### src/rtl/core/bba_pkg.sv
package bba_pkg;

  // Result codes
  typedef enum logic [2:0] {
    ST_ALLOC   = 3'd0,
    ST_FREED   = 3'd1,
    ST_IGNORED = 3'd2,
    ST_ZERO    = 3'd3,
    ST_SHORT   = 3'd4,
    ST_NOBLK   = 3'd5
  } status_t;

  // Datapath operations issued by the controller
  typedef enum logic [3:0] {
    OP_NONE    = 4'd0,
    OP_CLEAR   = 4'd1,
    OP_EVAL    = 4'd2,
    OP_SCAN    = 4'd3,
    OP_TAKE    = 4'd4,
    OP_UNLINK  = 4'd5,
    OP_SPLIT   = 4'd6,
    OP_GRANT   = 4'd7,
    OP_RELEASE = 4'd8,
    OP_PROBE   = 4'd9,
    OP_MERGE   = 4'd10,
    OP_PUSH    = 4'd11
  } op_t;

  typedef struct packed {
    op_t  op;
    logic load;   // latch the accepted request beat
    logic emit;   // move the result into the output register
  } cmd_t;

  typedef struct packed {
    logic is_free;
    logic reject;
    logic clear_done;
    logic lvl_found;
    logic scan_end;
    logic split_more;
    logic use_ok;
    logic at_top;
    logic can_merge;
    logic out_full;
  } sts_t;

endpackage

### src/rtl/core/bba_ctrl.sv
module bba_ctrl (
  input  logic          clk,
  input  logic          rst,
  input  logic          req_valid,
  input  bba_pkg::sts_t sts,
  output bba_pkg::cmd_t cmd,
  output logic          req_stall
);
  import bba_pkg::*;

  typedef enum logic [12:0] {
    S_CLEAR   = 13'b0000000000001,
    S_IDLE    = 13'b0000000000010,
    S_EVAL    = 13'b0000000000100,
    S_SCAN    = 13'b0000000001000,
    S_TAKE    = 13'b0000000010000,
    S_UNLINK  = 13'b0000000100000,
    S_SPLIT   = 13'b0000001000000,
    S_GRANT   = 13'b0000010000000,
    S_RELEASE = 13'b0000100000000,
    S_PROBE   = 13'b0001000000000,
    S_MERGE   = 13'b0010000000000,
    S_PUSH    = 13'b0100000000000,
    S_EMIT    = 13'b1000000000000
  } state_t;

  state_t state, state_next;

  always_ff @(posedge clk) begin
    if (rst) begin
      state <= S_CLEAR;
    end else begin
      state <= state_next;
    end
  end

  assign req_stall = (state != S_IDLE);

  always_comb begin
    state_next = state;
    cmd.op     = OP_NONE;
    cmd.load   = 1'b0;
    cmd.emit   = 1'b0;
    unique case (state)
      S_CLEAR: begin
        cmd.op = OP_CLEAR;
        if (sts.clear_done) state_next = S_IDLE;
      end
      S_IDLE: begin
        if (req_valid) begin
          cmd.load   = 1'b1;
          state_next = S_EVAL;
        end
      end
      S_EVAL: begin
        cmd.op = OP_EVAL;
        if (sts.reject) state_next = S_EMIT;
        else if (sts.is_free) state_next = S_RELEASE;
        else state_next = S_SCAN;
      end
      S_SCAN: begin
        cmd.op = OP_SCAN;
        if (sts.lvl_found) state_next = S_TAKE;
        else if (sts.scan_end) state_next = S_EMIT;
      end
      S_TAKE: begin
        cmd.op     = OP_TAKE;
        state_next = S_UNLINK;
      end
      S_UNLINK: begin
        cmd.op     = OP_UNLINK;
        state_next = S_SPLIT;
      end
      S_SPLIT: begin
        cmd.op = OP_SPLIT;
        if (!sts.split_more) state_next = S_GRANT;
      end
      S_GRANT: begin
        cmd.op     = OP_GRANT;
        state_next = S_EMIT;
      end
      S_RELEASE: begin
        cmd.op     = OP_RELEASE;
        state_next = sts.use_ok ? S_PROBE : S_EMIT;
      end
      S_PROBE: begin
        cmd.op     = OP_PROBE;
        state_next = sts.at_top ? S_PUSH : S_MERGE;
      end
      S_MERGE: begin
        cmd.op     = OP_MERGE;
        state_next = sts.can_merge ? S_PROBE : S_PUSH;
      end
      S_PUSH: begin
        cmd.op     = OP_PUSH;
        state_next = S_EMIT;
      end
      S_EMIT: begin
        if (!sts.out_full) begin
          cmd.emit   = 1'b1;
          state_next = S_IDLE;
        end
      end
      default: state_next = S_CLEAR;
    endcase
  end

endmodule

### config.mk
export PLATFORM = sky130hd
export DESIGN_NAME = bba_ctrl
export DESIGN_NICKNAME = d
export VERILOG_FILES = /design/src/rtl/core/bba_pkg.sv /design/src/rtl/core/bba_ctrl.sv
export SDC_FILE = /design/constraint.sdc
export NUM_CORES = 1
export LEC_CHECK = 0
export BUFFER_PORTS_ARGS = -buffer_cell sky130_fd_sc_hd__buf_2
export CAP_MARGIN = 40
export CORE_MARGIN = 5
export CORE_UTILIZATION = 52
export CTS_CLUSTER_DIAMETER = 40
export DETAILED_ROUTE_END_ITERATION = 16
export GPL_TIMING_DRIVEN = 0
export PLACE_DENSITY = 0.78
export SYNTH_ARGS = -nofsm -noshare
export SYNTH_HDL_FRONTEND = slang
export SYNTH_SLANG_ARGS = --single-unit
### constraint.sdc
create_clock -name clk -period 2.66 [get_ports clk]
set_input_delay 0.399 -clock clk [delete_from_list [all_inputs] [get_ports clk]]
set_output_delay 0.399 -clock clk [all_outputs]
set_load 0.02 [all_outputs]
==> results.txt <==
status: finished clean
first-pass GRT wire length: 3.60 mm
Max Slew Vio Count: 0
Critical Path, Cell by Cell: clkbuf_1 > or4_4 > nor4b_4 > nand2_1 > nand4b_1 > buf_2
maximum net fanout on the critical path: 7
clock skew: 0.00166 ns
Min Clock Period, post-route: 2.56 ns
CTS tree: built
post-synth top area share: 0.295
Inserted Diodes: 0
final worst-path cycle share: 0.962
largest net degree at the start of global routing: 10
DRC Markers: 0
number of global-route vias before repair: 817
GRT Resource Usage Total: 0.181
core area: 1560 sq um
CTS Hold Bufs: 0
setup TNS: 0 ns
initial detailed-routing violation count: 19
Worst R2R Setup Slack: 0.55 ns
initial antenna violation count: 0
CTS buffer count: 3
clock transition at the registers of the reported paths: 0.08 ns
I/O pins: 20
total clock sinks: 13
kind of start point of the critical path: register
most frequent cells in the layout: buf_2 (19), dfxtp_1 (13), nor2_1 (11), nand3_1 (8)
WP data required: 2.26 ns
RR Endpoint: state[0]$_SDFFE_PP1P_
Seq cells post-synth: 13
warnings from Yosys: 0
slew margin rel.: 0.434
Seq/Total Area, Yosys: 0.295
crit path buf inv count: 2
largest reg by FF count: state
dpl cell area: 998 sq um
Mapped Nets: 120
RR Startpoint: state[7]$_SDFFE_PP0P_
Hold WC Path Type: in2reg
max_cap viols: 0
vias: 936
Worst VDD drop: 0.290 mV
Crit Path Class: reg2out
Worst-Margin Slew: 0.838 ns
R2R depth: 6
post-synthesis instance area: 883 sq um
Final Hold Fails: 0
Largest register FFs: 13
share of cells above drive strength 1: 0.254
area leader, netlist: dfxtp_1
post_cts resized: 0
DRT Pass-1 Iters: 4
post-route cell area: 1040 sq um
Die X-Extent: 51.2 um
Worst setup endpoint: cmd[2]
WL/cell: 15.4 um
CP startpoint: state[7]$_SDFFE_PP0P_
H-tree depth: 1
Top Registers: state (13)
Vias/cell: 6.41
fmax: 391 MHz
antenna-violating nets left: 0
chip height: 51.2 um
Mapped Cells: 107
RD Place Congestion: 0.822
slowest CP cell: or4_4
layout filler cell count: 140
placed insts: 142
commonest non-fill, non-tap cell in the layout: buf_2
die area: 2620 sq um
Non-Filler Instances: 146
# nets final: 144
unrepaired setup endpoints after global routing: false
distinct cell type count after synthesis: 33
Setup-failing EPs final: 0
IO Port Bufs: 19
placement row count: 14
Synth area leaders: dfxtp_1 (29%), nor4b_1 (6.9%), nor4b_4 (5.4%)
clk root buf: clkbuf_4
Avg Cell Area, Syn: 8.26 sq um
Area Overhead vs Synth: 18.0%
Worst Path Arrival: 2.16 ns
Critical Path Stages: 6
Crit. End Element: output port
Leakage Power: 0.428 nW
Max clock buf depth: 2
Clock Latency Late Sink: 0.28 ns
max incr delay on CP: 0.52 ns
PD cells: 412 nW/um^2
DP Wirelength: 1.70 mm
Starting Density: 0.567
Setup Fix Bufs, Post-CTS: 0
CP delay by family, top: simple AND/OR/NAND/NOR gates
GRT Residual Overflow: 0
final WL: 2.24 mm
[final cells by class]
type | count | area [sq um] | share of cell area
plain buffers | 4 | 15.0 | 0.0144
well taps | 16 | 20.0 | 0.0192
repair buffers | 19 | 95.1 | 0.0912
multi-input cells | 88 | 618 | 0.593
flip-flops and latches | 13 | 260 | 0.250
clock buffers | 4 | 26.3 | 0.0252
inverters | 2 | 7.51 | 0.00720
[synthesized netlist by cell type (all sizes together)]
master and instances:
or2 1, a2bb2oi 1, nand4 4, nor4 6
inv 2, nand2b 2, o21a 1, nand3 8
a21oi 3, dfxtp 13, o2111ai 1, and3 2
nor2 11, o31ai 1, o21ai 4, and2 2
nor4b 9, xor2 3, nand2 7, xnor2 1
nand4b 2, a31o 1, o211ai 1, a22oi 1
o22a 1, clkbuf 4, or4 2, nor2b 3
nor3 7, o21bai 1, a211o 2
[how the worst min path moves through the flow]
stage / startpoint / endpoint / slack, ns / depth (start not counted)
after global routing: sts[4] / state[7]$_SDFFE_PP0P_ / 0.29 / 2
final: sts[2] / state[10]$_SDFFE_PP0P_ / 0.28 / 2
after CTS: sts[2] / state[10]$_SDFFE_PP0P_ / 0.29 / 2
after global placement: sts[2] / state[10]$_SDFFE_PP0P_ / 0.58 / 2
after detailed placement: sts[4] / state[7]$_SDFFE_PP0P_ / 0.59 / 2
after floorplan: sts[4] / state[7]$_SDFFE_PP0P_ / 0.47 / 1
[stage by stage]
stage                     hold WS (ns)  worst slack [ns]  utilization  total power [W]
after detailed placement         0.585             0.374        0.640         0.000301
after global placement           0.583             0.390        0.640         0.000300
final                            0.285             0.100        0.669         0.000429
after CTS                        0.285            0.0381        0.657         0.000425
after floorplan                  0.469             0.636            -         0.000273
after global routing             0.285            0.0159        0.669         0.000451
[routing by layer]
metal	vias to the layer above	GRT usage	wire length [um]
li1	459	-	-
met1	445	0.237	974
met2	28	0.303	1120
met3	4	0.0523	133
met4	0	0.0262	16
met5	-	0	0
[worst reg2reg max path, stage by stage, from the launching register on]
cell	delay (ns)
dfxtp_1	0.30
clkbuf_1	0.18
or4_4	0.52
nor4b_4	0.42
o31ai_2	0.14
a31o_4	0.30
o21bai_1	0.16
[power breakdown]
| part | internal (W) | switching (W) |
|---|---|---|
| Sequential | 0.000199 | 0.00000595 |
| Clock | 0.0000583 | 0.0000687 |
| Combinational | 0.0000441 | 0.0000536 |
[cells by family (layout without fill, tap and decap cells)]
| group | after synthesis | count (layout) | synth area share |
|---|---|---|---|
| AO/OA/AOI/OAI | 18 | 18 | 0.157 |
| XOR/XNOR | 4 | 4 | 0.0397 |
| buffers and inverters | 6 | 29 | 0.0255 |
| flip-flops | 13 | 13 | 0.295 |
| AND/OR/NAND/NOR | 66 | 66 | 0.483 |
(Power assumes the default switching activity.)
